## config.mk

```make
export PLATFORM = sky130hd
export DESIGN_NAME = lpab_front
export DESIGN_NICKNAME = d
export VERILOG_FILES = /design/src/lpab_pkg.sv /design/src/lpab_front.sv
export SDC_FILE = /design/constraint.sdc
export NUM_CORES = 1
export LEC_CHECK = 0
export BUFFER_PORTS_ARGS = -buffer_cell sky130_fd_sc_hd__buf_2
export CORE_ASPECT_RATIO = 0.7
export CORE_MARGIN = 5
export CORE_UTILIZATION = 35
export DETAILED_ROUTE_END_ITERATION = 16
export PLACE_DENSITY = 0.61
export SYNTH_ARGS = -nofsm -noshare
export SYNTH_HDL_FRONTEND = slang
export SYNTH_SLANG_ARGS = --single-unit
```

## constraint.sdc

```tcl
create_clock -name clock -period 7.8 [get_ports clock]
set_input_delay 0.39 -clock clock [delete_from_list [all_inputs] [get_ports clock]]
set_output_delay 0.39 -clock clock [all_outputs]
set_load 0.005 [all_outputs]
```

## src/lpab_pkg.sv

```systemverilog
package lpab_pkg;

   localparam int LPAB_POINTS = 360;

   localparam logic [1:0] MODE_BYTE = 2'd0;
   localparam logic [1:0] MODE_READ = 2'd1;
   localparam logic [1:0] MODE_POP  = 2'd2;

   localparam logic [7:0] HDR0 = 8'h54;
   localparam logic [7:0] HDR1 = 8'h2C;

   // parser positions
   localparam logic [5:0] PH_HUNT      = 6'd0;
   localparam logic [5:0] PH_HDR0_SEEN = 6'd1;
   localparam logic [5:0] PH_HDR1_SEEN = 6'd2;
   localparam logic [5:0] PH_START_LO  = 6'd4;
   localparam logic [5:0] PH_START_HI  = 6'd5;
   localparam logic [5:0] PH_SAMP_FIRST = 6'd6;
   localparam logic [5:0] PH_SAMP_LAST = 6'd41;
   localparam logic [5:0] PH_END_LO    = 6'd42;
   localparam logic [5:0] PH_END_HI    = 6'd43;
   localparam logic [5:0] PH_LAST      = 6'd46;

   localparam int NSAMP = 12;
   localparam int SW    = 4;

   localparam int ACC_W = 21;
   localparam int X_W   = 20;
   localparam int PROD_W = 40;
   localparam int Q_W   = 13;
   localparam int RECIP_SHIFT = 30;

   localparam logic [16:0]      HALF_TURN_EXT = 17'd36000;
   localparam logic [ACC_W-1:0] TURN_FINE     = 21'd396000;
   localparam logic [ACC_W-1:0] HALF_DEG_FINE = 21'd550;
   // ceil(2^30 / 1100), exact for dividends below 2^20
   localparam logic [X_W-1:0]   RECIP_1100    = 20'd976129;

   localparam int LPAB_QDEPTH = 2;

   localparam int REQ_DATA_W = 24;
   localparam int REQ_USER_W = 2;
   localparam int RSP_DATA_W = 56;

   typedef enum logic [1:0] {
      KIND_NONE,
      KIND_READ,
      KIND_POP,
      KIND_PACKET
   } lpab_kind_type;

   typedef struct packed {
      lpab_kind_type             kind;
      logic [8:0]                bin_index;
      logic [15:0]               open_angle;
      logic [15:0]               close_angle;
      logic [NSAMP-1:0][15:0]    samples;
   } lpab_cmd_type;

   typedef struct packed {
      logic [4:0]  pad;
      logic [31:0] revolution_count;
      logic        ready_flag;
      logic [15:0] distance;
      logic        sweep_done;
      logic        packet_done;
   } lpab_rsp_type;

endpackage

```

## src/lpab_front.sv

```systemverilog
module lpab_front (
   input  logic                                clock,
   input  logic                                reset,
   input  logic                                req_tvalid,
   output logic                                req_tready,
   input  logic [lpab_pkg::REQ_DATA_W-1:0]     req_tdata,
   input  logic [lpab_pkg::REQ_USER_W-1:0]     req_tuser,
   input  logic                                clear_done,
   input  logic                                fifo_full,
   output logic                                push,
   output lpab_pkg::lpab_cmd_type              push_cmd
);

   import lpab_pkg::*;

   logic [5:0]              phase_ff, phase_in;
   logic [15:0]             start_ff, start_in;
   logic [15:0]             end_ff, end_in;
   logic [NSAMP-1:0][15:0]  samples_ff, samples_in;
   logic [SW-1:0]           samp_k_ff, samp_k_in;
   logic [1:0]              samp_r_ff, samp_r_in;

   logic       accept;
   logic [7:0] rx_byte;
   logic [8:0] bin_index;
   logic [1:0] mode;

   assign req_tready = clear_done && !fifo_full;
   assign accept     = req_tvalid && req_tready;
   assign mode       = req_tuser[1:0];
   assign rx_byte    = req_tdata[7:0];
   assign bin_index  = req_tdata[16:8];
   assign push       = accept;

   always_comb begin
      phase_in   = phase_ff;
      start_in   = start_ff;
      end_in     = end_ff;
      samples_in = samples_ff;
      samp_k_in  = samp_k_ff;
      samp_r_in  = samp_r_ff;

      push_cmd.kind        = KIND_NONE;
      push_cmd.bin_index   = bin_index;
      push_cmd.open_angle  = start_ff;
      push_cmd.close_angle = end_ff;
      push_cmd.samples     = samples_ff;

      case (mode)
         MODE_BYTE: begin
            if (accept) begin
               if (phase_ff == PH_HUNT) begin
                  phase_in = (rx_byte == HDR0) ? PH_HDR0_SEEN : PH_HUNT;
               end else if (phase_ff == PH_HDR0_SEEN) begin
                  if (rx_byte == HDR1) begin
                     phase_in = PH_HDR1_SEEN;
                  end else begin
                     phase_in = (rx_byte == HDR0) ? PH_HDR0_SEEN : PH_HUNT;
                  end
               end else begin
                  if (phase_ff == PH_START_LO) begin
                     start_in = {8'd0, rx_byte};
                  end else if (phase_ff == PH_START_HI) begin
                     start_in  = {rx_byte, start_ff[7:0]};
                     samp_k_in = '0;
                     samp_r_in = 2'd0;
                  end else if (phase_ff >= PH_SAMP_FIRST && phase_ff <= PH_SAMP_LAST) begin
                     // three bytes per sample, third byte is intensity
                     if (samp_r_ff == 2'd0) begin
                        samples_in[samp_k_ff] = {8'd0, rx_byte};
                     end else if (samp_r_ff == 2'd1) begin
                        samples_in[samp_k_ff][15:8] = rx_byte;
                     end
                     if (samp_r_ff == 2'd2) begin
                        samp_r_in = 2'd0;
                        samp_k_in = samp_k_ff + 1'b1;
                     end else begin
                        samp_r_in = samp_r_ff + 1'b1;
                     end
                  end else if (phase_ff == PH_END_LO) begin
                     end_in = {8'd0, rx_byte};
                  end else if (phase_ff == PH_END_HI) begin
                     end_in = {rx_byte, end_ff[7:0]};
                  end
                  if (phase_ff >= PH_LAST) begin
                     phase_in      = PH_HUNT;
                     push_cmd.kind = KIND_PACKET;
                  end else begin
                     phase_in = phase_ff + 1'b1;
                  end
               end
            end
         end
         MODE_READ: begin
            push_cmd.kind = KIND_READ;
         end
         MODE_POP: begin
            push_cmd.kind = KIND_POP;
         end
         default: begin
            push_cmd.kind = KIND_NONE;
         end
      endcase
   end

   always_ff @(posedge clock) begin
      start_ff   <= start_in;
      end_ff     <= end_in;
      samples_ff <= samples_in;
      samp_k_ff  <= samp_k_in;
      samp_r_ff  <= samp_r_in;
      if (reset) begin
         phase_ff <= PH_HUNT;
      end else begin
         phase_ff <= phase_in;
      end
   end

endmodule

```

### Word-level counts from Yosys, hierarchy flattened

Index checks and enable logic that the tools add are counted.

* add/sub/neg operators: 3
* $lt $le $gt $ge: 5
* eq/ne operators: 11
* muxes and demuxes: 26
* bitwise gates (word level): 5
* reduce and logical (&&, ||, !) cells: 21

Operator list (count)
* bitwise mux 192 bit: 2
* 2-to-1 mux 192 bit: 2
* demux 16 bit (select 4 bit): 2
* 2-to-1 mux 16 bit: 4
* AND reduction 8 bit: 3
* 2-to-1 mux 6 bit: 3
* 2-to-1 mux 8 bit: 2
* 2-to-1 mux 2 bit: 7
* equality test 6 x 3 -> 1 bit (second input constant): 2
* equality test 6 bit (second input constant): 2
* AND reduction 5 bit: 2
* nonzero test 2 bit: 5
* equality test 8 x 6 -> 1 bit (second input constant): 1
* equality test 8 x 7 -> 1 bit (second input constant): 1
* 2-to-1 mux 4 bit: 2
* AND reduction 7 bit: 1
* adder 6 x 1 -> 6 bit (second input constant): 1
* equality test 6 x 1 -> 1 bit (second input constant): 1
* >= comparator 6 x 3 -> 1 bit (second input constant): 1
* >= comparator 6 bit (second input constant): 1
* <= comparator 6 bit (second input constant): 1
* logical NOT 6 bit: 1
* case mux 2 bit (3 select lines): 1
* AND reduction 6 bit: 1
* other kinds (12): 22

* flip-flop bits (word level): 236
* output and inout bits: 237
* logic and storage cells: 90

### Depth between registers and ports, before layout

Gate-level depths: netlist (run 1).

* depth after elaboration: 7
* depth in mapped cells: 8
* depth with buffers taken out: 6

### Worst setup path before layout (run 1)

OpenSTA, ideal clock, no wires.

* path kind: reg-to-reg
* start: register phase_ff[1]
* end: register end_ff[10], enable pin
* library setup time: 419 ps
* data arrival time: 2721 ps
* setup slack: 4660 ps
* stages on the path, launching flop included: 7
* path buffers: 1
* cells stage by stage: dfxtp_1 -> inv_1 -> ha_1 -> clkbuf_1 -> or2_2 -> a21o_1 -> a2111oi_0

* longest elaborated chain between the ends: 4
* elaborated cells on any way between the ends: 16

RTL lines
* from (decl): line lpab_front.sv:16 `logic [5:0] phase_ff, phase_in;`
* from (signal assigned): line lpab_front.sv:115 `phase_ff <= phase_in;`
* >= comparator 6 x 3 -> 1 bit / <= comparator 6 bit (equally long branches): line lpab_front.sv:67 `end else if (phase_ff >= PH_SAMP_FIRST && phase_ff <= PH_SAMP_LAST) begin`
* logical AND 1 bit: line lpab_front.sv:67
* NOT 1 bit (no line)
* AND reduction 8 bit (no line) (*)
* to (signal assigned): line lpab_front.sv:108 `end_ff <= end_in;`
* to (decl): line lpab_front.sv:18 `logic [15:0] end_ff, end_in;`

Every way passes the cells marked *; elsewhere a longest branch is shown, timed or not.
A chain may end at the register's enable or synchronous reset.

### Final worst setup path (run 1)

* start: register phase_ff[1]
* end: register samples_ff, in the netlist push_cmd[1], enable pin

* longest elaborated chain between the ends: 3
* elaborated cells on any way between the ends: 12

RTL lines
* >= comparator 6 x 3 -> 1 bit (tied with other cells): line lpab_front.sv:67
* logical AND 1 bit / NOT 1 bit (equally long branches)
* AND reduction 8 bit (no line) (*)
* to (signal assigned): line lpab_front.sv:109 `samples_ff <= samples_in;`
* to (decl): line lpab_front.sv:19 `logic [NSAMP-1:0][15:0] samples_ff, samples_in;`

Marks and branches as above.

==> metrics.md, run 1 <==
| Metric | Value |
|---|---|
| Status | finished, final reports clean |
| Mapped cell area | 8990 sq um |
| R2R Path Start | phase_ff[1] |
| Gr usage total | 0.168 |
| Vias per std cell | 4.80 |
| Post-CTS sizing | 0 |
| Syn Nets | 694 |
| DR WL/cell | 20.6 um |
| Leak pwr | 4.12 nW |
| First-pass GRT wire length | 37000 um |
| N_diodes | 0 |
| Hold Path Depth | 2 |
| Layout cells sized above 1 | 0.316 |
| Avg Cell Area, Syn | 13.8 sq um |
| Layout area overhead | 23.5% |
| Max cap viols | 0 |
| Slowest cell delay on critical path | 0.87 ns |
| Least-Margin Pin Slew | between 0.9 and 1 ns |
| Commonest non-fill, non-tap cell in the layout | buf_2 |
| CP required | ~8.0 ns |
| Final std cells w/o fill | 1219 |
| Dpl cells | approximately 1200 |
| Setup Viol. Count Final | 0 |
| Tightest Hold Check Type | in -> reg |
| FP Rows | just under 50 |
| Die Ht | 144 um |
| Yosys reg bits | around 240 |
| ANT nets after route | 0 |
| Clk slew on worst S/H paths | 0.06 ns |
| Max_slew headroom | 0.393 |
| Most frequent cells in the layout | buf_2, nor2_1, edfxtp_1 |
| CORE AREA | approximately 26000 sq um |
| Die width | between 200 and 250 um |
| TritonCTS clock tree | built |
| Count of port buffers added during placement | about 240 |
| Synth Warn # | 0 |
| Worst VDD drop | between 0.0001 and 0.00015 V |
| Final hold vios | 0 |
| Setup bufs post-CTS | 0 |
| FF-to-FF path depth | 5 |
| Hpwl dp | 17400 um |
| # hold bufs at CTS | 0 |
| Overall routed net length | 25100 um |
| CP Capture Type | register |
| # clock sinks | 236 |
| Initial Utilization | 0.353 |
| R2R Setup Slk | 4.51 ns |
| Final worst path period share | 0.422 |
| EDFF count, synth | 230 |
| Setup_tns | 0 ns |
| Cell variety after synth | 42 |
| Pre-CTS WS | around 4.5 ns |
| Reg2reg end | push_cmd[1] |
| Total CTS buffers | 24 |
| Worst setup SP type | register |
| Routability Congestion | slightly below 0.8 |
| Kind of critical path | reg -> reg |
| Post-synth top flop | edfxtp_1 |
| Final setup margin | 4.51 ns |
| Critical Path Fanout Max | 12 |
| Worst hold slack | roughly 0.10 ns |
| Max Transition Viols Final | 0 |
| Largest net degree at the start of global routing | 19 |
| Boundary Pins | ~270 |
| DRC errors left | 0 |
| NumNets Final | 915 |
| Die area | 29000 sq um |
| Clk_lat worst skew | 0.52 ns |
| Via count | 5850 |
| Crit path DAT | 3.44 ns |
| RSZ-0062 raised after global routing | no |
| Drt first-iter violations | 423 |
| DR pass1 iterations | 5 |
| Fin crit period | 3.29 ns |
| PD cells | roughly 220 nW/um^2 |
| Grt total ovfl | 0 |
| CP Launch Point | phase_ff[1] |
| Sequential-to-total area share from yosys stat | 0.781 |
| H-tree depth | 1 |
| Clock root cell | clkbuf_16 |
| Setup Skew | 0.0142 ns |
| Async SR Flop Fraction | 0 |
| # fillers | approximately 2300 |
| Initial antenna violation count | 0 |
| Cells after synthesis | 651 |
| Critical-path top delay cell | nor2_1 |
| CP Cell Sequence | inv_1 > ha_1 > o31ai_1 > nand4_1 > nor2_1 |
| Clock Tree Buf Depth | 3 |
| Maximum clock rate | slightly above 300 MHz |
| Final cell utilization of the core | 0.436 |
| Setup crit end | push_cmd[1] |
| Vias in the first global route | approximately 5800 |
## cell type report
cell class | instances | area [sq um] | share of cell area
flip-flops and latches | 236 | 7030 | 0.633
clock buffers | 29 | 619 | 0.0558
clock inverters | 13 | 73.8 | 0.00665
repair buffers | 246 | 1240 | 0.112
well taps | 331 | 414 | 0.0373
multi-input cells | 356 | 1700 | 0.153
inverters | 8 | 30.0 | 0.00270
## sequential cells by signal (all words and copies together), names as in the netlist
name       cells
push_cmd     192
end_ff        16
start_ff      16
phase_ff       6
samp_k_ff      4
samp_r_ff      2
## how the worst min path moves through the flow
stage,from,to,slack (ns)
4_1_cts,reset,phase_ff[0],0.08
3_3_place_gp,samp_r_ff[0],samp_r_ff[0],0.60
6_report,reset,phase_ff[0],0.10
2_1_floorplan,reset,phase_ff[0],0.45
3_5_place_dp,samp_r_ff[0],samp_r_ff[0],0.60
5_1_grt,reset,phase_ff[0],0.09
## cell usage after synthesis, types with 2 or more instances
cell type,n,area (sq um)
nor2_1,231,867
nand2_1,26,97.6
a21oi_1,5,25.0
o21ai_0,6,30.0
xor2_1,4,35.0
nand3_1,9,45.0
edfxtp_1,230,6910
clkbuf_1,35,131
buf_4,9,67.6
and2_1,18,113
nor3b_1,2,15.0
a21o_1,2,15.0
buf_2,6,30.0
o2111ai_1,2,17.5
nor3_1,2,10.0
nor2b_1,4,25.0
and3_1,2,12.5
dfxtp_1,6,120
nand2b_1,8,50.1
ha_1,12,150
nand4_1,4,25.0
inv_1,8,30.0
## worst max-delay path: cells and delay by family, from the launching register on
family	cells	cell delay [ns]
AOI/OAI and AO/OA	1	0.41
buffers and inverters	1	0.13
and+or+nand+nor	2	1.60
DFF	1	0.45
adders and majority gates	1	0.31
## cells by family after synthesis
kind of cell	after synthesis	share of synthesized area
compound gates	24	0.0185
simple gates	315	0.148
flops	236	0.781
xor+xnor	5	0.00487
fa+ha+maj	12	0.0167
buf+inv	59	0.0301
## report_power, final
group          internal, mW  switching, mW
combinational        0.0108         0.0291
clock                 0.565          0.470
sequential             1.37        0.00166
## layer usage
layer / GRT usage / wire (um) / up-vias
met5: 0 / 0 / -
met4: 0.0370 / 477 / 0
met3: 0.0453 / 1970 / 29
met2: 0.261 / 11100 / 235
met1: 0.241 / 11600 / 2905
li1: - / - / 2681
## stage by stage
step                cell area (sq um)  power, mW
floorplan                        8990       1.43
global placement                10400       1.44
detailed placement              10400       1.44
CTS                             11100       2.47
global route                    11100       2.54
finish                          11100       2.45
Power figures use the tool's default switching activity.
==> run 2, diff against run 1 <==
==> constraint.sdc (replaced) <==
create_clock -name clock -period 3.1 [get_ports clock]
set_input_delay 0.155 -clock clock [delete_from_list [all_inputs] [get_ports clock]]
set_output_delay 0.155 -clock clock [all_outputs]
set_load 0.005 [all_outputs]
==> metrics.md, run 2 (same netlist as run 1, synthesis figures left out) <==
| Metric | Value |
|---|---|
| Initial antenna violation count | 0 (unchanged) |
| Status | finished, final reports clean |
| CP required | 3.24 ns (-4.71 ns) |
| ANT nets after route | 0 (unchanged) |
| Clk_lat worst skew | 0.51 ns (about the same) |
| # clock sinks | 236 (unchanged) |
| Hpwl dp | 17700 um (+2.1%) |
| Tightest Hold Check Type | in -> reg |
| Die area | 29000 sq um (unchanged) |
| Kind of critical path | reg -> reg |
| Worst VDD drop | 0.000320 V (+130%) |
| Maximum clock rate | 384 MHz (+26%) |
| Layout cells sized above 1 | 0.335 (+0.0187) |
| Crit path DAT | 2.75 ns (-0.69 ns) |
| Vias per std cell | 4.79 (-0.24%) |
| FP Rows | 49 (unchanged) |
| Count of port buffers added during placement | 242 (unchanged) |
| DRC errors left | 0 (unchanged) |
| Max_slew headroom | 0.477 (+0.0845) |
| R2R Setup Slk | 0.49 ns (-4.02 ns) |
| First-pass GRT wire length | 36900 um (-0.26%) |
| Slowest cell delay on critical path | 0.56 ns (-0.31 ns) |
| Largest net degree at the start of global routing | 19 (unchanged) |
| Drt first-iter violations | 328 (-22%) |
| Total power draw | 6.39 mW (+160%) |
| Max Transition Viols Final | 0 (unchanged) |
| Cell family with most CP delay | compound AO/OA/AOI/OAI gates |
| Pre-CTS WS | 0.481 ns (-4.06 ns) |
| Most frequent cells in the layout | buf_2, nor2_1, edfxtp_1 |
| NumNets Final | 950 (+3.8%) |
| FF-to-FF path depth | 6 (+1) |
| Overall routed net length | 25200 um (+0.39%) |
| Final setup margin | 0.492 ns (-4.02 ns) |
| Final hold vios | 0 (unchanged) |
| Reg2reg end | push_cmd[74] |
| Critical-path top delay cell | nor2_1 |
| Fin crit period | 2.61 ns (-0.683 ns) |
| N_diodes | 0 (unchanged) |
| TritonCTS clock tree | built |
| Vias in the first global route | 5988 (+3.4%) |
| Final worst path period share | 0.841 (+0.419) |
| CP bufs+invs | 2 (+1) |
| Commonest non-fill, non-tap cell in the layout | buf_2 |
| Least-Margin Pin Slew | 0.784 ns (-0.127 ns) |
| Post-CTS sizing | 0 (unchanged) |
| Via count | 6013 (+2.8%) |
| Gr usage total | 0.166 (-0.00184) |
| Worst setup SP type | register |
| Setup Skew | 0.0150 ns (+0.000794 ns) |
| PD cells | 557 nW/um^2 (+150%) |
| Setup bufs post-CTS | 0 (unchanged) |
| Die width | 202 um (unchanged) |
| Final cell utilization of the core | 0.449 (+0.0139) |
| Leak pwr | 4.32 nW (+4.9%) |
| Total CTS buffers | 24 (unchanged) |
| Grt total ovfl | 0 (unchanged) |
| Hold Path Depth | 4 (+2) |
| DR pass1 iterations | 5 (unchanged) |
| Initial Utilization | 0.353 (unchanged) |
| Setup Viol. Count Final | 0 (unchanged) |
| RSZ-0062 raised after global routing | no |
| Boundary Pins | 268 (unchanged) |
| Clk slew on worst S/H paths | 0.06 ns (about the same) |
| H-tree depth | 1 (unchanged) |
| Critical Path Fanout Max | 12 (unchanged) |
| Hold Path End | phase_ff[1] |
| Clock Tree Buf Depth | 3 (unchanged) |
| Setup_tns | 0 ns (unchanged) |
| Routability Congestion | 0.798 (+3.0%) |
| Max FFs per register | 192 (unchanged) |
| Clock root cell | clkbuf_16 |
| CP Capture Type | register |
| Max cap viols | 0 (unchanged) |
| CORE AREA | 25500 sq um (unchanged) |
| DR WL/cell | 20.1 um (-2.6%) |
| Layout area overhead | 27.5% |
| Die Ht | 144 um (unchanged) |
| CP Cell Sequence | inv_1 > ha_1 > o31ai_1 > o2111ai_2 > buf_4 > nor2_1 |
| HP Start | req_tuser[1] |
| R2R Path Start | phase_ff[1] |
## run 2: changes by cell type in the layout (fill, tap and decap cells not counted)
cell	delta
buf_4	+26
dlygate4sd3_1	+9
bufinv_16	+2
clkbuf_16	+1
clkinv_1	-1
clkinv_2	+1
clkinv_4	+1
clkinv_8	-1
inv_6	-1
## run 2: how the worst max path moves through the flow
stage | start | to | slack (ns) | cells after the start
finish | phase_ff[1] | push_cmd[74] | 0.49 | 6
global route | phase_ff[0] | push_cmd[175] | 0.26 | 6
CTS | phase_ff[1] | push_cmd[169] | 0.47 | 6
detailed placement | phase_ff[1] | push_cmd[169] | 0.48 | 6
global placement | phase_ff[0] | push_cmd[92] | 0.60 | 6
floorplan | phase_ff[1] | end_ff[10] | 0.34 | 6
## run 2: layout make-up
| type | count | area, sq um |
|---|---|---|
| repair buffers | 281 | 1530 |
| well taps | 331 | 414 |
| multi-input cells | 356 | 1700 |
| fillers | 2317 | 14000 |
| clock buffers | 30 | 644 |
| inverters | 8 | 30.0 |
| flip-flops and latches | 236 | 7030 |
| clock inverters | 14 | 119 |
## run 2: worst register-to-register path, cell delays in order (launching register included)
cell and delay, ns:
dfxtp_1 0.43, inv_1 0.12, ha_1 0.30, o31ai_1 0.42
o2111ai_2 0.18, buf_4 0.23, nor2_1 0.56
## run 2: power by group
part / switching (mW) / total, mW / internal [mW]
Clock: 1.18 / 2.82 / 1.64
Combinational: 0.0712 / 0.108 / 0.0364
Sequential: 0.00417 / 3.46 / 3.45
Total: 1.26 / 6.39 / 5.13
## run 2: timing repair
action | in CTS | in global routing
endpoints found under the setup margin | 0 | 0
endpoints found under the hold margin | 19 | 0
hold buffers | 9 | 0
## run 2: per-layer routing
layer | up-vias | part of all wire | track usage
li1 | 2754 | - | -
met1 | 2961 | 0.44 | 0.226
met2 | 262 | 0.46 | 0.270
met3 | 36 | 0.079 | 0.0426
met4 | 0 | 0.023 | 0.0446
met5 | - | 0 | 0
## run 2: stage by stage
stage	std cells	hold WS (ns)	cell area, sq um
5_1_grt	1256	0.109	11500
3_3_place_gp	1203	0.310	10600
4_1_cts	1256	0.0619	11500
3_5_place_dp	1203	0.310	10600
2_1_floorplan	651	0.220	8990
6_report	1256	0.0941	11500
