### config.mk
export PLATFORM = sky130hd
export DESIGN_NAME = lpab_fifo
export DESIGN_NICKNAME = d
export VERILOG_FILES = /design/src/lpab_pkg.sv /design/src/lpab_fifo.sv
export SDC_FILE = /design/constraint.sdc
export NUM_CORES = 1
export LEC_CHECK = 0
export ABC_AREA = 1
export BUFFER_PORTS_ARGS = -buffer_cell sky130_fd_sc_hd__buf_2
export CAP_MARGIN = 20
export CORE_MARGIN = 2
export CORE_UTILIZATION = 47
export CTS_CLUSTER_DIAMETER = 120
export DETAILED_ROUTE_END_ITERATION = 6
export PLACE_DENSITY = 0.82
export SLEW_MARGIN = 10
export SYNTH_ARGS = -nofsm -noshare
export SYNTH_HDL_FRONTEND = slang
export SYNTH_SLANG_ARGS = --single-unit
### constraint.sdc
create_clock -name clock -period 11.9 [get_ports clock]
set_input_delay 1.19 -clock clock [delete_from_list [all_inputs] [get_ports clock]]
set_output_delay 1.19 -clock clock [all_outputs]
set_load 0.01 [all_outputs]
### src/lpab_pkg.sv
package lpab_pkg;

   localparam int LPAB_POINTS = 360;

   localparam logic [1:0] MODE_BYTE = 2'd0;
   localparam logic [1:0] MODE_READ = 2'd1;
   localparam logic [1:0] MODE_POP  = 2'd2;

   localparam logic [7:0] HDR0 = 8'h54;
   localparam logic [7:0] HDR1 = 8'h2C;

   // parser positions
   localparam logic [5:0] PH_HUNT      = 6'd0;
   localparam logic [5:0] PH_HDR0_SEEN = 6'd1;
   localparam logic [5:0] PH_HDR1_SEEN = 6'd2;
   localparam logic [5:0] PH_START_LO  = 6'd4;
   localparam logic [5:0] PH_START_HI  = 6'd5;
   localparam logic [5:0] PH_SAMP_FIRST = 6'd6;
   localparam logic [5:0] PH_SAMP_LAST = 6'd41;
   localparam logic [5:0] PH_END_LO    = 6'd42;
   localparam logic [5:0] PH_END_HI    = 6'd43;
   localparam logic [5:0] PH_LAST      = 6'd46;

   localparam int NSAMP = 12;
   localparam int SW    = 4;

   localparam int ACC_W = 21;
   localparam int X_W   = 20;
   localparam int PROD_W = 40;
   localparam int Q_W   = 13;
   localparam int RECIP_SHIFT = 30;

   localparam logic [16:0]      HALF_TURN_EXT = 17'd36000;
   localparam logic [ACC_W-1:0] TURN_FINE     = 21'd396000;
   localparam logic [ACC_W-1:0] HALF_DEG_FINE = 21'd550;
   // ceil(2^30 / 1100), exact for dividends below 2^20
   localparam logic [X_W-1:0]   RECIP_1100    = 20'd976129;

   localparam int LPAB_QDEPTH = 2;

   localparam int REQ_DATA_W = 24;
   localparam int REQ_USER_W = 2;
   localparam int RSP_DATA_W = 56;

   typedef enum logic [1:0] {
      KIND_NONE,
      KIND_READ,
      KIND_POP,
      KIND_PACKET
   } lpab_kind_type;

   typedef struct packed {
      lpab_kind_type             kind;
      logic [8:0]                bin_index;
      logic [15:0]               open_angle;
      logic [15:0]               close_angle;
      logic [NSAMP-1:0][15:0]    samples;
   } lpab_cmd_type;

   typedef struct packed {
      logic [4:0]  pad;
      logic [31:0] revolution_count;
      logic        ready_flag;
      logic [15:0] distance;
      logic        sweep_done;
      logic        packet_done;
   } lpab_rsp_type;

endpackage

### src/lpab_fifo.sv
module lpab_fifo (
   input  logic                   clock,
   input  logic                   reset,
   input  logic                   push,
   input  lpab_pkg::lpab_cmd_type push_cmd,
   output logic                   full,
   input  logic                   pop,
   output lpab_pkg::lpab_cmd_type head_cmd,
   output logic                   head_valid
);

   import lpab_pkg::*;

   localparam int DEPTH = LPAB_QDEPTH;
   localparam int PW    = (DEPTH > 1) ? $clog2(DEPTH) : 1;
   localparam int CW    = $clog2(DEPTH + 1);

   lpab_cmd_type    entries_ff [DEPTH];
   logic [PW-1:0]   wr_ptr_ff, wr_ptr_in;
   logic [PW-1:0]   rd_ptr_ff, rd_ptr_in;
   logic [CW-1:0]   count_ff, count_in;

   assign full       = (count_ff == CW'(DEPTH));
   assign head_valid = (count_ff != '0);
   assign head_cmd   = entries_ff[rd_ptr_ff];

   always_comb begin
      wr_ptr_in = wr_ptr_ff;
      rd_ptr_in = rd_ptr_ff;
      count_in  = count_ff;
      if (push) begin
         wr_ptr_in = (wr_ptr_ff == PW'(DEPTH - 1)) ? '0 : wr_ptr_ff + 1'b1;
      end
      if (pop) begin
         rd_ptr_in = (rd_ptr_ff == PW'(DEPTH - 1)) ? '0 : rd_ptr_ff + 1'b1;
      end
      if (push && !pop) begin
         count_in = count_ff + 1'b1;
      end else if (pop && !push) begin
         count_in = count_ff - 1'b1;
      end
   end

   always_ff @(posedge clock) begin
      if (push) begin
         entries_ff[wr_ptr_ff] <= push_cmd;
      end
      if (reset) begin
         wr_ptr_ff <= '0;
         rd_ptr_ff <= '0;
         count_ff  <= '0;
      end else begin
         wr_ptr_ff <= wr_ptr_in;
         rd_ptr_ff <= rd_ptr_in;
         count_ff  <= count_in;
      end
   end

endmodule

# Word-level counts from Yosys, hierarchy flattened
# Memories as Yosys holds them, arrays and structs flattened. A register that Yosys moved wholly into a read port is not among the register bits.
# Index checks and enable logic that the tools add are counted.
[classes]
n_shift = 0
eq_ne = 1
n_mul = 0
n_lt_le_gt_ge = 0
bitwise_logic = 0
addsub = 4
muxes = 8
div_mod_pow = 0
n_reduce_logical = 6
[op_table]
columns = ["operator", "count"]
rows = [
  ["$mux W1", 6],
  ["$mux W2", 2],
  ["$reduce_bool A2 Y1", 2],
  ["$add A1 B1 Y1 const B", 2],
  ["$add A2 B1 Y2 const B", 1],
  ["$eq A2 B2 Y1 const B", 1],
  ["$logic_and A1 B1 Y1", 2],
  ["$logic_not A1 Y1", 2],
  ["$sub A2 B1 Y2 const B", 1],
]
[word_totals]
in_bits = 239
ramBits = 470
romBits = 0
mem_count = 1
latch_bits = 0
ff_bits = 4
word_cells = 23
[mem_list]
columns = ["memory", "depth", "width", "read_ports", "rd_ports_with_merged_regs", "write_ports", "line_no", "text"]
rows = [
  ["entries_ff", 2, 235, 1, 1, 1, "lpab_fifo.sv:18", "lpab_cmd_type entries_ff [DEPTH];"],
]

# Depth between registers and ports, before layout
# Gate-level depths: netlist (run 1).
[logic_depth]
depth_word = 4
depth_mapped = 8

# Worst setup path after synthesis (run 1)
# Ideal clock, no wire load.
[synth_timing]
path_type = "in2reg"
startpoint = "input push"
endpoint = "memory entries_ff[0][0] (netlist bit) (enable)"
n_path_buf = 0
path_slack_ps = 11
cell_stages = 2
setup_time_ps = 841
t_required_ps = 11059
t_arrival_ps = 11048
cell_sequence = "inv_1 nor2_1"
[synth_via]
elab_chain_len = 2
[synth_rtl]
columns = ["element", "line_no", "text"]
rows = [
  ["from (decl)", "lpab_fifo.sv:4", "input logic push,"],
  ["$mux W1", "lpab_fifo.sv:45", "if (push) begin"],
  ["$mux W1 (not written as such)", "lpab_fifo.sv:46", "entries_ff[wr_ptr_ff] <= push_cmd;"],
  ["to (decl)", "lpab_fifo.sv:18", ""],
]
# Every way passes these cells.

==> results.yml, run 1 <==
sta:
  period_minus_slack_ns: 5.25
  slew_viol_final: 0
  worst_slack_ns: 6.65
  fin_crit_sh_pct: 44.1
  clock.fmax_ghz: 0.191
  grt_setup_unrepaired: "no"
  finalHoldViolations: 0
  max-slew-margin-rel_pct: 27.5
  tns_ns: 0
  finalSetupViolCount: 0
  worstMarginPinSlew_ns: 1.09
  skew_ns: 0.0112
  whs_ns: 0.528
layout:
  fin_area_um2: 22100
  final_nets: 1510
  final_common_cell: "buf_2"
  syn2layout_area_growth_pct: 24.1
  final_cells: 1822
  final_layout_size_suffix_gt1_share_pct: 60.1
  final_cell_mix: "buf_2, edfxtp_1, mux2_4, mux2_2, clkbuf_16"
  post-route-util_pct: 58.9
  fillCellCount: 2759
critical_path:
  r2r-start: "wr_ptr_ff$_SDFFE_PP0P_"
  cp.arrival_ns: 4.06
  cp_data_required_time_ns: 10.71
  r2r_cells: 3
  path_buf_inv: 3
  path_cells: "buf_4 -> buf_4 -> mux2_2 -> buf_2"
  rr_endpoint: "entries_ff[1][47]$_DFFE_PP_"
  critPathMaxStageDelay_ns: 1.03
  crit_type: "reg2out"
  r2r_setup_slack_ns: 9.44
  crit_fanout: 64
  cp_common_cell: "buf_4"
  crit_family: "buffers and inverters"
  crit_path_top_delay_cell: "dfxtp_4"
  cp-start-kind: "flip-flop"
  critPathCaptureType: "output pin"
placement:
  gp_congestion: 0.823
  dp.cells: 1733
  place_hpwl_mm: 25.0
  dpl_cell_area_um2: 20700
  dp_slack_ns: 7.23
  port_buffers: 475
pwr:
  p_total_mw: 3.73
  power.internal_mw: 2.93
  power_density_nw_per_um2: 169
  p_clk_share_pct: 36.3
  p_seq_share_pct: 52.9
  peakVddDrop_mv: 0.133
  power.switching_mw: 0.806
  combPwrFrac_pct: 10.8
  power_leakage_nw: 8.59
  swShare_pct: 21.6
clock_tree:
  cts_buffers: 46
  cts_htree_levels: 2
  root_buffer: "clkbuf_16"
  postCtsSetupRepairBufs: 0
  path_clk_slew_ns: 0.06
  hold_buffers: 0
  clock_latency_ns: 0.55
  clock_path_buffers: 3
  clock_sinks: 475
  cts-resized-gates: 0
  cts_tree: "done"
hold_path:
  holdPathEnd: "rd_ptr_ff$_SDFFE_PP0P_"
  hold_start: "rd_ptr_ff$_SDFFE_PP0P_"
  min_path_cells: 2
  holdCritPathClass: "reg2reg"
floorplan:
  core_um2: 37500
  io_pins: 476
  dieWidth_um: 199
  start_util_pct: 47.5
  die_y_um: 199
  std_cell_rows: 71
  dieArea_um2: 39400
job:
  drv_cap: 0
logic_synthesis:
  yosysWarnings: 0
  ys_types: 16
  synth_seq_area_share_pct: 79.9
  synthesis.nets: 1004
  yosys_register_bits: 475
  syn_inst: 764
  avgSynthCellArea_um2: 23.3
  synth_area_um2: 17800
outcome:
  status: "completed"
grt:
  grt_max_degree: 101
  grt_pass1_wl_mm: 51.1
  track_usage_pct: 17.4
  grt_pass1_vias: 9328
  antenna_found_initial: 12
  grt_overflow: 0
drt:
  first_pass_iters: 5
  vias_per_cell: 4.91
  vias: 8939
  drt-initial-drc-count: 455
  wirelength_mm: 36.3
  antenna_left: 0
  drc: 0
  wl_per_cell_um: 19.9
==> worst max-delay path by stage <==
stage	startpoint	to	slack [ns]	cells past startpoint
floorplan	push	entries_ff[0][0]$_DFFE_PP_	0.01	2
global placement	flip-flop	head_cmd[41]	7.31	4
detailed placement	flip-flop	head_cmd[46]	7.23	4
CTS	flip-flop	head_cmd[47]	6.61	4
global route	flip-flop	head_cmd[47]	6.47	4
finish	flip-flop	head_cmd[47]	6.65	4
==> tightest hold or removal path, cell delays in order, from the launching register on <==
cell,delay (ns)
dfxtp_1,0.33
xnor2_1,0.09
nor2_1,0.08
==> power by group through the flow <==
stage | logic [mW] | registers (mW) | clock network, mW
global route | 0.432 | 1.98 | 1.46
floorplan | 0.257 | 2.02 | 0
finish | 0.403 | 1.97 | 1.36
CTS | 0.408 | 1.98 | 1.39
global placement | 0.397 | 2.01 | 0
detailed placement | 0.407 | 2.01 | 0
==> cells by family after synthesis <==
group                    after synthesis  share of synthesized area, %
flip-flops                           475                          79.9
multiplexers                         235                          18.0
buffers and inverters                 35                          1.55
AND/OR/NAND/NOR                       15                         0.345
AO/OA/AOI/OAI                          2                        0.0562
XOR/XNOR                               1                        0.0492
adder cells (fa/ha/maj)                1                        0.0703
==> cells in the mapped netlist <==
cell      count  area (µm²)
nand3_1       1        5.00
nor3_1        1        5.00
buf_2         8        40.0
nand2_1       6        22.5
nand4_1       1        6.26
buf_6        18         203
mux2_2       85         957
nor2_1        6        22.5
xnor2_1       1        8.76
ha_1          1        12.5
a21oi_1       1        5.00
mux2_4      150        2250
edfxtp_1    470       14100
inv_1         9        33.8
dfxtp_1       5         100
o21ai_0       1        5.00
==> flip-flops by register name, summed over array words and instances, names as in the netlist, named ones only <==
signal / cells
wr_ptr_ff: 1
rd_ptr_ff: 1
entries_ff: 470
count_ff: 2
==> area by class of cell <==
type                            count  area [µm²]  area share (%)
Inverter                            9        41.3           0.187
Multi-Input combinational cell    254        3310            15.0
Clock inverter                     25         198           0.895
Tap cell                          511         639            2.90
Antenna cell                        9        22.5           0.102
Timing Repair Buffer              484        2440            11.1
Clock buffer                       55        1210            5.46
Sequential cell                   475       14200            64.4
==> per-layer routing <==
layer	GRT usage (%)	part of all wire, %	up-vias
met5	0	0.12	-
met4	9.26	4.1	6
met3	6.29	8.9	103
met2	30.3	51	375
met1	18.5	36	4398
li1	-	-	4057
(Power assumes the default switching activity.)
==> run 2: changes to the inputs <==
clock period = 4.7 ns   (was 11.9 ns; I/O delays follow)
==> run 2 against run 1 <==
  * Setup slack worse by 4.9 ns
  * Via count down 0.41%
  * Combinational power increased to 2.6 times the previous value
  * Clock-buffer cell count is 7 higher
  * Wire length down 0.97%
  * First-iteration DRC count fell by 9.9%
  * Critical path depth fell by 1
  * Die area stayed put
  * Critical endpoint is now head_cmd[110]
==> results.yml, run 2 (synthesized netlist as in run 1, its figures left out) <==
outcome:
  status: "completed"
grt:
  grt_max_degree: 118
  antenna_found_initial: 7
  grt_pass1_vias: 9179
  track_usage_pct: 17.6
  grt_pass1_wl_mm: 52.0
  grt_overflow: 0
clock_tree:
  clock_path_buffers: 3
  clock_sinks: 475
  hold_buffers: 0
  cts-resized-gates: 0
  cts_tree: "done"
  path_clk_slew_ns: 0.06
  clock_latency_ns: 0.56
  postCtsSetupRepairBufs: 0
  cts_buffers: 47
  root_buffer: "clkbuf_16"
  cts_htree_levels: 2
layout:
  final_nets: 1520
  syn2layout_area_growth_pct: 25.4
  post-route-util_pct: 59.5
  top_register: "entries_ff"
  final_cell_mix: "buf_2, edfxtp_1, mux2_4, mux2_2, clkbuf_16"
  reg_top3: "entries_ff x470, count_ff x2"
  largest_register_ffs: 470
  final_layout_size_suffix_gt1_share_pct: 60.4
  fillCellCount: 2754
  final_common_cell: "buf_2"
drt:
  vias_per_cell: 4.85
  wirelength_mm: 36.0
  drc: 0
  vias: 8902
  drt-initial-drc-count: 410
  antenna_left: 0
  first_pass_iters: 6
  wl_per_cell_um: 19.6
floorplan:
  dieArea_um2: 39400
  start_util_pct: 47.5
  core_um2: 37500
  std_cell_rows: 71
  dieWidth_um: 199
  io_pins: 476
  die_y_um: 199
sta:
  tns_ns: 0
  clock.fmax_ghz: 0.335
  whs_ns: 0.0932
  max-slew-margin-rel_pct: 35.2
  slew_viol_final: 0
  worstMarginPinSlew_ns: 0.972
  skew_ns: 0.00806
  fin_crit_sh_pct: 63.6
  period_minus_slack_ns: 2.99
  finalHoldViolations: 0
  grt_setup_unrepaired: "no"
  finalSetupViolCount: 0
critical_path:
  r2r_setup_slack_ns: 2.77
  path_cells: "buf_12 -> mux2_4 -> buf_2"
  cp.arrival_ns: 2.52
  rr_endpoint: "entries_ff[0][164]$_DFFE_PP_"
  crit_type: "reg2out"
  r2r_cells: 2
  cp-start-kind: "flip-flop"
  crit_family: "flip-flops"
  crit_fanout: 64
  critPathMaxStageDelay_ns: 0.98
  path_depth: 3
  r2r-start: "wr_ptr_ff$_SDFFE_PP0P_"
  path_buf_inv: 2
  cp_data_required_time_ns: 4.23
  critPathCaptureType: "output pin"
  crit_path_top_delay_cell: "dfxtp_4"
hold_path:
  hold_start: "push_cmd[7]"
  holdCritPathClass: "in2reg"
  min_path_cells: 1
  holdPathEnd: "entries_ff[1][7]$_DFFE_PP_"
placement:
  place_hpwl_mm: 25.0
  port_buffers: 475
  gp_congestion: 0.820
job:
  drv_cap: 0
pwr:
  power_leakage_nw: 8.67
  peakVddDrop_mv: 0.353
  power_density_nw_per_um2: 431
run 2: cell count changes in the layout (fill, tap and decap cells not counted):
cell,delta
buf_12,+7
buf_4,+2
bufinv_16,+1
clkbuf_1,+5
clkbuf_8,+2
clkinv_1,-4
clkinv_2,-3
clkinv_4,+1
clkinvlp_4,+3
inv_6,+2
inv_8,-2
run 2: routing by layer:
| layer | track usage [%] | up-vias | share of wire (%) |
|---|---|---|---|
| met2 | 30.7 | 384 | 52 |
| met5 | 0 | - | 0.044 |
| met4 | 7.52 | 2 | 3.3 |
| li1 | - | 4105 | - |
| met1 | 19.9 | 4335 | 36 |
| met3 | 5.71 | 76 | 8.4 |
run 2: worst max path at each step:
stage / endpoint / startpoint / slack (ns)
5_1_grt: head_cmd[107] / flip-flop / 1.58
4_1_cts: head_cmd[110] / flip-flop / 1.63
3_5_place_dp: head_cmd[134] / flip-flop / 2.26
6_report: head_cmd[110] / flip-flop / 1.71
3_3_place_gp: head_cmd[73] / flip-flop / 2.29
2_1_floorplan: entries_ff[1][0]$_DFFE_PP_ / push / 0.24
run 2: final cells by class:
class / instances / area (µm²) / area share, %
Antenna cell: 9 / 22.5 / 0.101
Clock buffer: 62 / 1250 / 5.61
Clock inverter: 23 / 228 / 1.02
Inverter: 9 / 37.5 / 0.168
Multi-Input combinational cell: 254 / 3310 / 14.8
Sequential cell: 475 / 14200 / 63.7
Tap cell: 511 / 639 / 2.87
Timing Repair Buffer: 493 / 2600 / 11.7
run 2: through the flow:
step	cells	area, µm²	total power, mW	worst slack, ns
detailed placement	1742	20800	6.14	2.26
global placement	1742	20800	6.10	2.29
floorplan	764	17800	5.71	0.236
CTS	1827	22300	9.73	1.63
finish	1836	22300	9.61	1.71
global route	1833	22300	9.96	1.58
run 2: power breakdown:
group	leakage, nW	internal, mW	switching [mW]
Combinational	3.51	0.529	0.519
Sequential	4.45	4.91	0.0803
Clock	0.712	2.10	1.48
==> run 3: changes to the inputs <==
CORE_UTILIZATION = 52   (was 47)
PLACE_DENSITY = 0.86   (was 0.82)
clock period = 3 ns   (was 4.7 ns; I/O delays follow)
==> run 3 against run 2 <==
  * Clock skew rose by 0.0075 ns
  * Core utilization grew 14 points
  * Cell area up 10%
  * Global-route usage increased by 7.1 points
  * Non-clock buffer count up 234
  * Die area shrank 9.4%
  * Sequential power up 57%
  * Setup slack lost 1.1 ns
  * Power rose by 59%
==> results.yml, run 3 (synthesized netlist as in run 1, its figures left out) <==
critical_path:
  critPathCaptureType: "output pin"
  path_depth: 3
  critPathMaxStageDelay_ns: 0.51
  path_cells: "buf_4 -> mux2_4 -> buf_2"
  cp.arrival_ns: 2.04
  rr_endpoint: "entries_ff[1][201]$_DFFE_PP_"
  crit_path_top_delay_cell: "dfxtp_4"
  crit_type: "reg2out"
  cp_data_required_time_ns: 2.70
  path_buf_inv: 2
  r2r_cells: 4
  cp-endpoint: "head_cmd[81]"
  r2r-start: "wr_ptr_ff$_SDFFE_PP0P_"
  crit_family: "buffers and inverters"
  cp-start-kind: "flip-flop"
  crit_fanout: 25
  r2r_setup_slack_ns: 1.20
drt:
  vias_per_cell: 5.17
  drt-initial-drc-count: 777
  wirelength_mm: 44.9
  first_pass_iters: 5
  vias: 10300
  wl_per_cell_um: 22.5
  antenna_left: 0
  drc: 0
placement:
  place_hpwl_mm: 25.0
  gp_congestion: 0.764
  port_buffers: 475
  dp_slack_ns: 1.17
grt:
  track_usage_pct: 24.7
  grt_pass1_wl_mm: 66.6
  antenna_found_initial: 3
  grt_overflow: 0
  grt_pass1_vias: 11200
  grt_max_degree: 150
pwr:
  p_total_mw: 15.3
  peakVddDrop_mv: 0.574
  power_density_nw_per_um2: 624
  power_leakage_nw: 9.64
sta:
  skew_ns: 0.0156
  max-slew-margin-rel_pct: 38.1
  grt_setup_unrepaired: "no"
  finalSetupViolCount: 0
  fin_crit_sh_pct: 78.1
  worstMarginPinSlew_ns: 0.928
  slew_viol_final: 0
  finalHoldViolations: 0
  clock.fmax_ghz: 0.427
  period_minus_slack_ns: 2.34
  worst_slack_ns: 0.658
outcome:
  status: "completed"
layout:
  final_layout_size_suffix_gt1_share_pct: 51.4
  final_common_cell: "buf_2"
  top_register: "entries_ff"
  final_cell_mix: "buf_2, edfxtp_1, dlygate4sd3_1, mux2_4, mux2_2"
  largest_register_ffs: 470
  final_nets: 1753
  syn2layout_area_growth_pct: 38.0
  reg_top3: "entries_ff x470, count_ff x2"
clock_tree:
  clock_path_buffers: 3
  cts_tree: "done"
  cts_buffers: 46
  hold_buffers: 236
  cts_htree_levels: 2
  path_clk_slew_ns: 0.06
  root_buffer: "clkbuf_16"
  clock_latency_ns: 0.54
  cts-resized-gates: 0
  clock_sinks: 475
  postCtsSetupRepairBufs: 0
floorplan:
  std_cell_rows: 67
  start_util_pct: 52.9
  die_y_um: 189
  core_um2: 33600
  dieWidth_um: 189
  dieArea_um2: 35700
  io_pins: 476
job:
  drv_cap: 0
hold_path:
  holdCritPathClass: "in2reg"
  min_path_cells: 3
==> run 3: layer usage <==
metal  global-route usage, %  up-vias  routed length [µm]
met5                       0        -                   0
met4                    7.78        0                1180
met3                    5.60       76                3450
met2                    46.2      548               24400
met1                    27.8     5175               15900
li1                        -     4534                   -
==> run 3: worst min path at each step <==
stage                             from                           to
after floorplan                  reset       wr_ptr_ff$_SDFFE_PP0P_
after global placement    push_cmd[36]  entries_ff[0][36]$_DFFE_PP_
after detailed placement  push_cmd[32]  entries_ff[1][32]$_DFFE_PP_
after CTS                          pop       rd_ptr_ff$_SDFFE_PP0P_
after global routing               pop       rd_ptr_ff$_SDFFE_PP0P_
final                              pop       rd_ptr_ff$_SDFFE_PP0P_
==> run 3: cell type report <==
type                            instances  area, µm²
Clock inverter                         14        100
Inverter                                9       45.0
Clock buffer                           67       1320
Fill cell                            1825       9060
Sequential cell                       475      14200
Timing Repair Buffer                  727       4980
Multi-Input combinational cell        254       3310
Antenna cell                            4       10.0
Tap cell                              448        561
==> run 3: worst reg2reg max path: stages, from the launching register on <==
cell and delay [ns]:
dfxtp_2 0.35, nand2_2 0.11, clkinvlp_4 0.44, buf_12 0.38
buf_4 0.27
==> run 3: per-stage QoR <==
step	instance area (µm²)	hold slack (ns)	setup TNS, ns	utilization, %	cells
finish	24600	0.102	0	73.0	1998
global route	24600	0.111	0	73.0	1997
CTS	24500	0.0159	0	73.0	1994
detailed placement	20800	0.491	0	61.8	1677
global placement	20800	0.488	0	61.8	1677
floorplan	17800	0.372	-590.85	-	764
==> run 3: power by group <==
part | internal [mW] | leakage, nW | total [mW] | switching (mW)
combinational | 1.03 | 4.50 | 2.00 | 0.964
sequential | 7.70 | 4.45 | 7.81 | 0.117
clock | 3.15 | 0.694 | 5.52 | 2.38
